`config.mk`:
```
export PLATFORM = sky130hd
export DESIGN_NAME = encoder_linear_extrapolator_unit
export DESIGN_NICKNAME = d
export VERILOG_FILES = /design/src/ela_pkg.sv /design/src/ela_divider.sv /design/src/ela_multiplier.sv /design/src/encoder_linear_extrapolator_unit.sv
export SDC_FILE = /design/constraint.sdc
export NUM_CORES = 1
export LEC_CHECK = 0
export ABC_CLOCK_PERIOD_IN_PS = 10400
export BUFFER_PORTS_ARGS = -buffer_cell sky130_fd_sc_hd__buf_4
export CAP_MARGIN = 20
export CORE_MARGIN = 2
export CORE_UTILIZATION = 40
export CTS_CLUSTER_DIAMETER = 200
export DETAILED_ROUTE_END_ITERATION = 7
export GPL_ROUTABILITY_DRIVEN = 0
export PLACE_DENSITY = 0.59
export SLEW_MARGIN = 20
export SYNTH_ARGS = -nofsm -noshare
export SYNTH_HDL_FRONTEND = slang
export SYNTH_SLANG_ARGS = --single-unit
export TNS_END_PERCENT = 30
```
`constraint.sdc`:
```
create_clock -name clk -period 10.4 [get_ports clk]
set_input_delay 1.04 -clock clk [delete_from_list [all_inputs] [get_ports clk]]
set_output_delay 1.04 -clock clk [all_outputs]
set_load 0.005 [all_outputs]
```
`src/ela_pkg.sv`:
```
`timescale 1ns / 1ps
package ela_pkg;

  // Field widths
  localparam int FRAC_BITS   = 8;
  localparam int COUNT_BITS  = 16;
  localparam int POS_BITS    = COUNT_BITS + FRAC_BITS;
  localparam int TICK_BITS   = 32;
  localparam int GLITCH_BITS = 3;

  // Derived datapath widths
  localparam int DIFF_BITS  = COUNT_BITS + 1;   // whole-count difference
  localparam int QMAG_BITS  = POS_BITS + 1;     // |numerator|, |slope|
  localparam int SLOPE_BITS = POS_BITS + 2;     // signed slope
  localparam int PROD_BITS  = QMAG_BITS + TICK_BITS;
  localparam int EST_BITS   = POS_BITS + 3;     // unclamped estimate

  localparam int DIV_CNT_BITS = $clog2(QMAG_BITS);
  localparam int MUL_CNT_BITS = $clog2(TICK_BITS);

  // Reset values
  localparam int TICKS_PER_SECOND = 100;
  localparam logic [GLITCH_BITS-1:0] GLITCH_RESET = GLITCH_BITS'(6);

  // Estimate limits
  localparam logic [POS_BITS-1:0] POS_MAX = {1'b0, {(POS_BITS-1){1'b1}}};
  localparam logic [POS_BITS-1:0] POS_MIN = {1'b1, {(POS_BITS-1){1'b0}}};

  // Register map: word select bit of paddr
  localparam int ADDR_BITS = 3;
  localparam logic REG_GLITCH_STEPS = 1'b0;

endpackage

```
`src/ela_divider.sv`:
```
`timescale 1ns / 1ps
module ela_divider (
  input  logic                          clk,
  input  logic                          rst,
  input  logic                          start,
  input  logic [ela_pkg::QMAG_BITS-1:0] num_mag,
  input  logic [ela_pkg::TICK_BITS-1:0] den_mag,
  output logic [ela_pkg::QMAG_BITS-1:0] quotient,
  output logic                          done
);
  import ela_pkg::*;

  logic                    busy;
  logic [DIV_CNT_BITS-1:0] count;
  logic [QMAG_BITS-1:0]    qsh;   // numerator bits out at top, quotient bits in at bottom
  logic [TICK_BITS-1:0]    rem;
  logic [TICK_BITS-1:0]    den;
  logic [TICK_BITS:0]      trial;
  logic                    take;

  // restoring step: one quotient bit per cycle
  always_comb begin
    trial = {rem, qsh[QMAG_BITS-1]} - {1'b0, den};
    take  = !trial[TICK_BITS];
  end

  always_ff @(posedge clk) begin
    if (rst) begin
      busy  <= 1'b0;
      done  <= 1'b0;
      count <= '0;
    end else begin
      done <= 1'b0;
      if (start) begin
        busy  <= 1'b1;
        count <= '0;
      end else if (busy) begin
        count <= count + 1'b1;
        if (count == DIV_CNT_BITS'(QMAG_BITS - 1)) begin
          busy <= 1'b0;
          done <= 1'b1;
        end
      end
    end
  end

  always_ff @(posedge clk) begin
    if (start) begin
      qsh <= num_mag;
      den <= den_mag;
      rem <= '0;
    end else if (busy) begin
      qsh <= {qsh[QMAG_BITS-2:0], take};
      if (take) begin
        rem <= trial[TICK_BITS-1:0];
      end else begin
        rem <= {rem[TICK_BITS-2:0], qsh[QMAG_BITS-1]};
      end
    end
  end

  assign quotient = qsh;

endmodule

```
`src/ela_multiplier.sv`:
```
`timescale 1ns / 1ps
module ela_multiplier (
  input  logic                          clk,
  input  logic                          rst,
  input  logic                          start,
  input  logic [ela_pkg::QMAG_BITS-1:0] a_mag,
  input  logic [ela_pkg::TICK_BITS-1:0] b_mag,
  output logic [ela_pkg::PROD_BITS-1:0] product,
  output logic                          done
);
  import ela_pkg::*;

  logic                    busy;
  logic [MUL_CNT_BITS-1:0] count;
  logic [QMAG_BITS-1:0]    a;
  logic [QMAG_BITS-1:0]    hi;
  logic [TICK_BITS-1:0]    lo;    // multiplier bits shift out, product bits shift in
  logic [QMAG_BITS:0]      sum;

  // shift-add: one multiplier bit per cycle, LSB first
  always_comb begin
    sum = {1'b0, hi} + (lo[0] ? {1'b0, a} : '0);
  end

  always_ff @(posedge clk) begin
    if (rst) begin
      busy  <= 1'b0;
      done  <= 1'b0;
      count <= '0;
    end else begin
      done <= 1'b0;
      if (start) begin
        busy  <= 1'b1;
        count <= '0;
      end else if (busy) begin
        count <= count + 1'b1;
        if (count == MUL_CNT_BITS'(TICK_BITS - 1)) begin
          busy <= 1'b0;
          done <= 1'b1;
        end
      end
    end
  end

  always_ff @(posedge clk) begin
    if (start) begin
      a  <= a_mag;
      hi <= '0;
      lo <= b_mag;
    end else if (busy) begin
      hi <= sum[QMAG_BITS:1];
      lo <= {sum[0], lo[TICK_BITS-1:1]};
    end
  end

  assign product = {hi, lo};

endmodule

```
`src/encoder_linear_extrapolator_unit.sv`:
```
`timescale 1ns / 1ps
// Linear extrapolating sample-and-hold filter for a quantized encoder.
//
// Input channel (in_valid / in_stall): one item is an encoder reading
// sensor_counts (signed counts) and its sample_tick. Output channel
// (out_valid / out_stall): one item per input item, position_estimate
// (signed, 8 fraction bits, saturated) with glitch_rejected / divide_fault.
//
// Timing: a reading that shifts the history with a nonzero tick gap runs
// the bit-serial slope divider (one quotient bit per step) and then the
// bit-serial extrapolation multiplier (one tick bit per step). Any other
// item skips the divider. The block takes no new item while one is in work;
// in_stall is low only while the sequencer is idle.
//
// The output register holds a finished item while out_stall is high, and
// the next item is accepted and worked on meanwhile; it waits in the last
// step until the output register frees up.
// Reset (rst, synchronous): history cleared, newer tick = one second of
// ticks, slope 0, glitch_steps = 6, no output pending.
// glitch_steps sits at APB byte address 0; write it only while idle.
module encoder_linear_extrapolator_unit (
  input  logic                               clk,
  input  logic                               rst,
  // input items
  input  logic                               in_valid,
  output logic                               in_stall,
  input  logic signed [ela_pkg::COUNT_BITS-1:0] sensor_counts,
  input  logic [ela_pkg::TICK_BITS-1:0]      sample_tick,
  // result items
  output logic                               out_valid,
  input  logic                               out_stall,
  output logic signed [ela_pkg::POS_BITS-1:0] position_estimate,
  output logic                               glitch_rejected,
  output logic                               divide_fault,
  // configuration
  input  logic                               psel,
  input  logic                               penable,
  input  logic                               pwrite,
  input  logic [ela_pkg::ADDR_BITS-1:0]      paddr,
  input  logic [31:0]                        pwdata,
  output logic [31:0]                        prdata,
  output logic                               pready
);
  import ela_pkg::*;

  localparam logic [2:0] ST_IDLE   = 3'd0;
  localparam logic [2:0] ST_EVAL   = 3'd1;  // compare, reject or shift history
  localparam logic [2:0] ST_DIV    = 3'd2;  // serial slope divide
  localparam logic [2:0] ST_MSTART = 3'd3;  // load multiplier
  localparam logic [2:0] ST_MUL    = 3'd4;  // serial slope * elapsed
  localparam logic [2:0] ST_FIN    = 3'd5;  // add, clamp, hand to output reg

  logic [2:0] state;

  // configuration
  logic [GLITCH_BITS-1:0] glitch_steps;

  // history
  logic [POS_BITS-1:0]   older_pos;
  logic [POS_BITS-1:0]   newer_pos;
  logic [TICK_BITS-1:0]  older_tick;
  logic [TICK_BITS-1:0]  newer_tick;
  logic [SLOPE_BITS-1:0] slope;

  // captured item and per-item flags
  logic [COUNT_BITS-1:0] sensor_r;
  logic [TICK_BITS-1:0]  tick_r;
  logic                  glitch_r;
  logic                  fault_r;
  logic                  div_neg;
  logic                  prod_neg;

  // evaluate step
  logic [POS_BITS-1:0]  s_pos;
  logic                 changed;
  logic [DIFF_BITS-1:0] k_diff;
  logic [DIFF_BITS-1:0] k_mag;
  logic                 near;
  logic [POS_BITS:0]    avg_sum;
  logic [QMAG_BITS-1:0] num;
  logic [QMAG_BITS-1:0] num_mag;
  logic [TICK_BITS-1:0] gap;
  logic [TICK_BITS-1:0] gap_mag;

  // extrapolation
  logic [TICK_BITS-1:0]  elapsed;
  logic [TICK_BITS-1:0]  el_mag;
  logic [SLOPE_BITS-1:0] slope_abs;
  logic [EST_BITS-1:0]   term;
  logic [EST_BITS-1:0]   est_sum;
  logic                  prod_big;
  logic [POS_BITS-1:0]   est;

  // serial units
  logic                 div_start;
  logic                 div_done;
  logic [QMAG_BITS-1:0] div_q;
  logic                 mul_start;
  logic                 mul_done;
  logic [PROD_BITS-1:0] mul_p;

  logic out_free;

  // ---------------- APB ----------------
  assign pready = 1'b1;

  always_comb begin
    prdata = '0;
    if (paddr[2] == REG_GLITCH_STEPS) begin
      prdata = {{(32-GLITCH_BITS){1'b0}}, glitch_steps};
    end
  end

  always_ff @(posedge clk) begin
    if (rst) begin
      glitch_steps <= GLITCH_RESET;
    end else if (psel && penable && pwrite && pready && paddr[2] == REG_GLITCH_STEPS) begin
      glitch_steps <= pwdata[GLITCH_BITS-1:0];
    end
  end

  // ---------------- evaluate ----------------
  always_comb begin
    s_pos   = {sensor_r, {FRAC_BITS{1'b0}}};
    changed = s_pos != newer_pos;
    // new reading has no fraction, so the older one must not either;
    // k = whole-count distance to the older reading
    k_diff  = {older_pos[POS_BITS-1], older_pos[POS_BITS-1:FRAC_BITS]}
            - {sensor_r[COUNT_BITS-1], sensor_r};
    k_mag   = k_diff[DIFF_BITS-1] ? (~k_diff + 1'b1) : k_diff;
    near    = (older_pos[FRAC_BITS-1:0] == '0)
           && (k_mag <= {{(DIFF_BITS-GLITCH_BITS){1'b0}}, glitch_steps});
    // floor average of the two stored positions
    avg_sum = {newer_pos[POS_BITS-1], newer_pos} + {older_pos[POS_BITS-1], older_pos};
    // slope numerator and denominator for a history shift
    num     = {s_pos[POS_BITS-1], s_pos} - {newer_pos[POS_BITS-1], newer_pos};
    num_mag = num[QMAG_BITS-1] ? (~num + 1'b1) : num;
    gap     = tick_r - newer_tick;
    gap_mag = gap[TICK_BITS-1] ? (~gap + 1'b1) : gap;
  end

  // ---------------- extrapolate ----------------
  always_comb begin
    elapsed   = tick_r - newer_tick;
    el_mag    = elapsed[TICK_BITS-1] ? (~elapsed + 1'b1) : elapsed;
    slope_abs = slope[SLOPE_BITS-1] ? (~slope + 1'b1) : slope;
  end

  always_comb begin
    // |newer| < 2^(POS_BITS-1), so any product at or above 2^QMAG_BITS saturates
    prod_big = |mul_p[PROD_BITS-1:QMAG_BITS];
    term     = {2'b00, mul_p[QMAG_BITS-1:0]};
    if (prod_neg) begin
      term = ~term + 1'b1;
    end
    est_sum = {{(EST_BITS-POS_BITS){newer_pos[POS_BITS-1]}}, newer_pos} + term;
    if (prod_big) begin
      est = prod_neg ? POS_MIN : POS_MAX;
    end else if (!est_sum[EST_BITS-1] && (|est_sum[EST_BITS-2:POS_BITS-1])) begin
      est = POS_MAX;
    end else if (est_sum[EST_BITS-1] && !(&est_sum[EST_BITS-2:POS_BITS-1])) begin
      est = POS_MIN;
    end else begin
      est = est_sum[POS_BITS-1:0];
    end
  end

  // ---------------- sequencer ----------------
  assign in_stall  = state != ST_IDLE;
  assign out_free  = !out_valid || !out_stall;
  assign div_start = (state == ST_EVAL) && changed && !near && (gap != '0);
  assign mul_start = state == ST_MSTART;

  always_ff @(posedge clk) begin
    if (rst) begin
      state      <= ST_IDLE;
      older_pos  <= '0;
      newer_pos  <= '0;
      older_tick <= '0;
      newer_tick <= TICK_BITS'(TICKS_PER_SECOND);
      slope      <= '0;
      glitch_r   <= 1'b0;
      fault_r    <= 1'b0;
      out_valid  <= 1'b0;
    end else begin
      // load a finished item, else drop one taken by the receiver
      if (state == ST_FIN && out_free) begin
        out_valid <= 1'b1;
      end else if (!out_stall) begin
        out_valid <= 1'b0;
      end
      case (state)
        ST_IDLE: begin
          if (in_valid) begin
            state <= ST_EVAL;
          end
        end
        ST_EVAL: begin
          glitch_r <= 1'b0;
          fault_r  <= 1'b0;
          state    <= ST_MSTART;
          if (changed) begin
            if (near) begin
              // jitter: pull newer halfway back, drop the slope
              glitch_r  <= 1'b1;
              slope     <= '0;
              newer_pos <= avg_sum[POS_BITS:1];
            end else begin
              older_pos  <= newer_pos;
              older_tick <= newer_tick;
              newer_pos  <= s_pos;
              newer_tick <= tick_r;
              if (gap == '0) begin
                fault_r <= 1'b1;
                slope   <= '0;
              end else begin
                state <= ST_DIV;
              end
            end
          end
        end
        ST_DIV: begin
          if (div_done) begin
            slope <= div_neg ? (~{1'b0, div_q} + 1'b1) : {1'b0, div_q};
            state <= ST_MSTART;
          end
        end
        ST_MSTART: begin
          state <= ST_MUL;
        end
        ST_MUL: begin
          if (mul_done) begin
            state <= ST_FIN;
          end
        end
        ST_FIN: begin
          if (out_free) begin
            state <= ST_IDLE;
          end
        end
        default: begin
          state <= ST_IDLE;
        end
      endcase
    end
  end

  // payload registers
  always_ff @(posedge clk) begin
    if (state == ST_IDLE && in_valid) begin
      sensor_r <= sensor_counts;
      tick_r   <= sample_tick;
    end
    if (div_start) begin
      div_neg <= num[QMAG_BITS-1] ^ gap[TICK_BITS-1];
    end
    if (mul_start) begin
      prod_neg <= slope[SLOPE_BITS-1] ^ elapsed[TICK_BITS-1];
    end
    if (state == ST_FIN && out_free) begin
      position_estimate <= est;
      glitch_rejected   <= glitch_r;
      divide_fault      <= fault_r;
    end
  end

  ela_divider u_div (
    .clk      (clk),
    .rst      (rst),
    .start    (div_start),
    .num_mag  (num_mag),
    .den_mag  (gap_mag),
    .quotient (div_q),
    .done     (div_done)
  );

  ela_multiplier u_mul (
    .clk     (clk),
    .rst     (rst),
    .start   (mul_start),
    .a_mag   (slope_abs[QMAG_BITS-1:0]),
    .b_mag   (el_mag),
    .product (mul_p),
    .done    (mul_done)
  );

  // ---------------- checks ----------------
  a_flags_exclusive: assert property (@(posedge clk) disable iff (rst)
    out_valid |-> !(glitch_rejected && divide_fault))
    else $error("glitch and divide fault on the same item");

  a_div_done_in_div: assert property (@(posedge clk) disable iff (rst)
    div_done |-> state == ST_DIV)
    else $error("divider finished outside divide step");

  a_mul_done_in_mul: assert property (@(posedge clk) disable iff (rst)
    mul_done |-> state == ST_MUL)
    else $error("multiplier finished outside multiply step");

  a_glitch_zero_slope: assert property (@(posedge clk) disable iff (rst)
    (state == ST_FIN && glitch_r) |-> slope == '0)
    else $error("slope not cleared after rejected reading");

  a_fault_zero_prod: assert property (@(posedge clk) disable iff (rst)
    (state == ST_FIN && fault_r) |-> mul_p == '0)
    else $error("nonzero extrapolation after zero tick gap");

endmodule

```
# Word-level counts from Yosys, hierarchy flattened
# Cells that the tools add are included.
# totals
regBits,376
output_inout_bits,61
elab_cells,154
# op_classes
n_reduce_logical,37
n_mux,46
magnitude_cmp,1
addsub,15
eq_ne,15
bitwise_logic,12
# op_table
cell,n
$mux 26,5
$mux 32,4
$mux 25,5
$mux 24,5
$pmux 26 s2,1
$add 25x1->25 const B,2
$not 25->25,2
$sub 33x32->33,1
$add 32x1->32 const B,1
$logic_not 32->1,1
$not 32->32,1
$reduce_bool 32->1,1
$reduce_or 32->1,1
$sub 32x32->32,1
$add 27x1->27 const B,1
$add 27x27->27,1
$mux 27,1
$not 25->27,1
$add 25x26->26,1
$add 26x1->26 const B,1
$not 25->26,1
$add 24x24->25,1
$sub 24x24->25,1
$ne 24x24->1,1
other kinds (30),85

# Logic depth before layout (Yosys ltp)
# depth
depth_word,10
mapped_depth,25
depth_no_buf,22

# Cells and area by module
# A second synthesis with hierarchy kept.
# unflattened
cells_unflattened,3145
hier_area_um2,27767.9
# by_module_without_submodules
module,seq_area_each_um2,area_per_inst_um2,n_inst,cells_per_inst
encoder_linear_extrapolator_unit,4584.4,17156.5,1,2115
ela_divider,2492.4,5964.5,1,626
ela_multiplier,2352.3,4647.0,1,404

# Least setup slack after synthesis
# No wires, ideal clock.
# synth_path
path_type,register -> register
startpoint,register sensor_r[7]
endpoint,register u_div.qsh[0] (netlist: u_div.quotient[0]) (enable)
required_ns,10.087
path_slack_ns,5.327
stages_incl_launch_ff,24
t_arrival_ns,4.761
n_path_buf,4
path_cell_list,edfxtp_1 inv_1 ha_1 clkbuf_1 a211oi_1 or2_2 nand2_1 or3_1 a41oi_1 clkbuf_1 o21ai_0 ha_1 nor2b_1 o21a_1 o21ai_0 nand3_1 a211o_1 a221oi_1 o21ai_0 o41ai_1 buf_4 a21oi_4 buf_6 or2_2
# synth_between
elab_chain_len,10
word_cells_on_any_way,12
# synth_lines
element,line_no,source
start: declaration,encoder_linear_extrapolator_unit.sv:66,logic [COUNT_BITS-1:0] sensor_r;
start signal: assignment,encoder_linear_extrapolator_unit.sv:251,sensor_r <= sensor_counts;
$sub 16x16->17,encoder_linear_extrapolator_unit.sv:129,"- {sensor_r[COUNT_BITS-1], sensor_r};"
$not 17->17,encoder_linear_extrapolator_unit.sv:130,k_mag = k_diff[DIFF_BITS-1] ? (~k_diff + 1'b1) : k_diff;
$add 17x1->17,encoder_linear_extrapolator_unit.sv:130,
$mux 17,encoder_linear_extrapolator_unit.sv:130,
$le 17x3->1,encoder_linear_extrapolator_unit.sv:132,"&& (k_mag <= {{(DIFF_BITS-GLITCH_BITS){1'b0}}, glitch_steps});"
$logic_and 1x1->1,encoder_linear_extrapolator_unit.sv:132,
$logic_not 1->1,encoder_linear_extrapolator_unit.sv:171,assign div_start = (state == ST_EVAL) && changed && !near && (gap != '0);
$logic_and 1x1->1 * (2 in a row),encoder_linear_extrapolator_unit.sv:171,
$reduce_bool 2->1 (no source line) *,n/a,
end signal: assignment,ela_divider.sv:49,qsh <= num_mag;
end signal: assignment,ela_divider.sv:53,"qsh <= {qsh[QMAG_BITS-2:0], take};"
end: declaration,ela_divider.sv:15,logic [QMAG_BITS-1:0] qsh;
# Mark *: on every way between the ends. The rest lies on a longest branch, timed or not.
# A chain may end at the register's enable or synchronous reset.

# Final worst setup path
# layout_path
startpoint,register sensor_r[7]
endpoint,register u_div.done
# layout_between
elab_chain_len,10
word_cells_on_any_way,12
# layout_lines
element,line_no,source
$sub 16x16->17,encoder_linear_extrapolator_unit.sv:129,
$not 17->17,encoder_linear_extrapolator_unit.sv:130,
$add 17x1->17,encoder_linear_extrapolator_unit.sv:130,
$mux 17,encoder_linear_extrapolator_unit.sv:130,
$le 17x3->1,encoder_linear_extrapolator_unit.sv:132,
$logic_and 1x1->1,encoder_linear_extrapolator_unit.sv:132,
$logic_not 1->1,encoder_linear_extrapolator_unit.sv:171,
$logic_and 1x1->1 * (2 in a row),encoder_linear_extrapolator_unit.sv:171,
$reduce_or 3->1 (no source line) *,n/a,
end signal: assignment,ela_divider.sv:30,done <= 1'b0;
end signal: assignment,ela_divider.sv:33,done <= 1'b0;
end signal: assignment,ela_divider.sv:41,done <= 1'b1;
end: declaration,ela_divider.sv:9,output logic done
# Marked as above.

==> out/metrics.cfg <==
[clocking]
h-tree-depth=2
clock_latency_ns=0.60
root_buffer=clkbuf_16
clockBufferDepth=3
post_cts_buffers=0
cts_sinks=376
cts_buffers=47
path_clk_slew_ns=0.06
postCtsHoldBufs=0
cts_tree=yes
cts-resized-gates=0

[pwr]
total_power_uw=6380
powerDensity_nw_per_um2=219
leakage_uw=0.0118
peakVddDrop_uv=135

[sta]
setup_viol_count_final=0
maxSlewViolCount=0
finalSetupTns_ns=0
finalCritPeriodShare_pct=64.6
rsz0062_at_grt=false
hold_viol_final=0
fin_skew_ns=0.0336
worst_pin_slew_ns=1.02
max_slew_margin_pct=30.2
layout_min_cycle_time_ns=6.72
timing.final.ws_setup_ns=3.68
fmax_ghz=0.149

[synth]
synth-seq-cells=376
syn_area_um2=26200
synthTopCellsByArea=edfxtp_1 (22%), dfxtp_1 (14%), ha_1 (8.7%), xnor2_1 (5.6%), nor2_1 (4.8%)
yosys_warnings=0
synth_top_area_share_pct=21.8
async_reset_ff_share_pct=0
ys_types=82
synth-edff-count=190
ys.flop_type=edfxtp_1
synth_common_cells=nor2_1 (337), a21oi_1 (241), nand2_1 (240), edfxtp_1 (190), dfxtp_1 (186)
ys_seq_area_share_pct=36.0
synth_area_per_cell_um2=8.69
yosysMostFrequentCell=nor2_1
yosys.area.top_type=edfxtp_1
synth_cells=3017

[route]
wl_per_cell_um=17.0
drc=0
via_per_inst=5.54
wl_um=66800
num_vias=21800
first_pass_iters=5
drtIter0Drc=1781
antenna_left=0

[grt]
grt_max_degree=77
first_global_vias=20800
antenna_found_initial=1
grt_usage_pct=19.3
grt_pass1_wl_um=107000
grt_overflow_total=0

[floorplanning]
die-height_um=260
die_area_um2=67600
die_w_um=260
start_util_pct=40.6
core_um2=64600
fp-row-count=93
io-pin-count=151

[flow_run]
drv_cap=0

[placed_design]
hpwl_um=49400
portBuffers=89
place_ws_ns=3.80
placed_area_um2=27500

[critical_path]
cpPeakStageDelay_ns=0.75
cp_slowest_cell=a41oi_1
path_max_fanout=60
end_kind=flop
crit_family=compound AO/OA/AOI/OAI gates
crit_buf_inv=4
arrival_ns=7.22
critPathKind=flop to flop
critPathLaunchType=flop
cp.required_ns=10.90
crit_path_cell_trace=inv_1, ha_1, a211oi_1, or2_2, nand2_1, or3_1, a41oi_1, o21ai_0, ha_1, nor2b_1, o21a_1, o21ai_0, nand3_1, a211o_1, a221oi_1, o21ai_0, o41ai_2, buf_4, a21oi_4, buf_4, buf_4, or2_0, nor3_2

[final_layout]
area_growth_pct=11.1
nets=3326
finalInstanceArea_um2=29100
antenna_cells=0
drive_gt1_share_pct=7.48

[status]
status=completed

[min_path]
hp-class=flop to flop

## report_power, final
group	switching [uW]	internal [uW]	total, uW
registers	204	1850	2060
clock network	667	1030	1690
logic	1550	1080	2630
## placed cells by master, fill, tap and decap left out, types with 20 or more instances in the layout
master / n
or3_1: 24
o21a_1: 34
o211ai_1: 20
inv_1: 168
nor2b_1: 29
a31oi_1: 27
and2_1: 37
nor2_1: 336
xnor2_1: 166
o31ai_1: 32
mux2i_1: 88
clkbuf_16: 47
edfxtp_1: 190
nor4_1: 21
nand4_1: 27
o21ai_0: 164
ha_1: 182
nor3_1: 62
dfxtp_1: 185
nand2b_1: 41
a211oi_1: 67
nand2_1: 240
a21oi_1: 240
nand3_1: 57
xor2_1: 99
conb_1: 30
buf_4: 106
a21o_1: 72
## layout make-up
cell class	count	area (um^2)
clock buffer	62	1250
clock inverter	26	343
fill	6246	35500
inverter	169	634
multi-input combinational	2347	15600
sequential	376	9430
tap	855	1070
timing repair buffer	107	823
## registers in the layout (all words and copies together) (netlist names), 3 cells and up
signal             count
state                  3
position_estimate     24
u_mul.a               25
u_div.rem             32
u_mul.count            5
u_div.count            5
u_mul.hi              25
tick_r                32
newer_pos             24
u_mul.lo              32
older_pos             24
slope                 26
u_div.den             32
sensor_r              16
newer_tick            32
glitch_steps           3
u_div.quotient        25
## metal layers
metal | wire (um) | vias up | track usage [%]
li1 | - | 10800 | -
met1 | 31300 | 10300 | 26.2
met2 | 30400 | 530 | 31.6
met3 | 3290 | 113 | 2.95
met4 | 1820 | 2 | 5.99
met5 | 13 | - | 0
## metrics by stage
stage / hold slack (ns) / instances / util, %
2_1_floorplan: 0.408 / 3045 / -
3_3_place_gp: 0.425 / 3853 / 42.6
3_5_place_dp: 0.423 / 3853 / 42.6
4_1_cts: 0.437 / 3941 / 45.1
5_1_grt: 0.456 / 3942 / 45.1
6_report: 0.438 / 3942 / 45.1
## worst paths after layout
path,start,endpoint,slack [ns],cells past startpoint
hold reg to reg,glitch_r,glitch_rejected,0.44,0
setup reg to reg,sensor_r[7],u_div.done,3.68,23
setup / recovery,sensor_r[7],u_div.done,3.68,23
hold / removal,glitch_r,glitch_rejected,0.44,0
## cell families after synthesis
family	Yosys count	share of synthesized area, %
buffers and inverters	322	5.25
other	2	0.0287
DFF	376	36.0
AOI/OAI and AO/OA	787	19.1
adders and majority gates	188	9.15
xor gates and xnor gates	267	8.92
and+or+nand+nor	973	17.6
muxes	102	3.96
No activity file was read; power rests on OpenSTA's default activity.
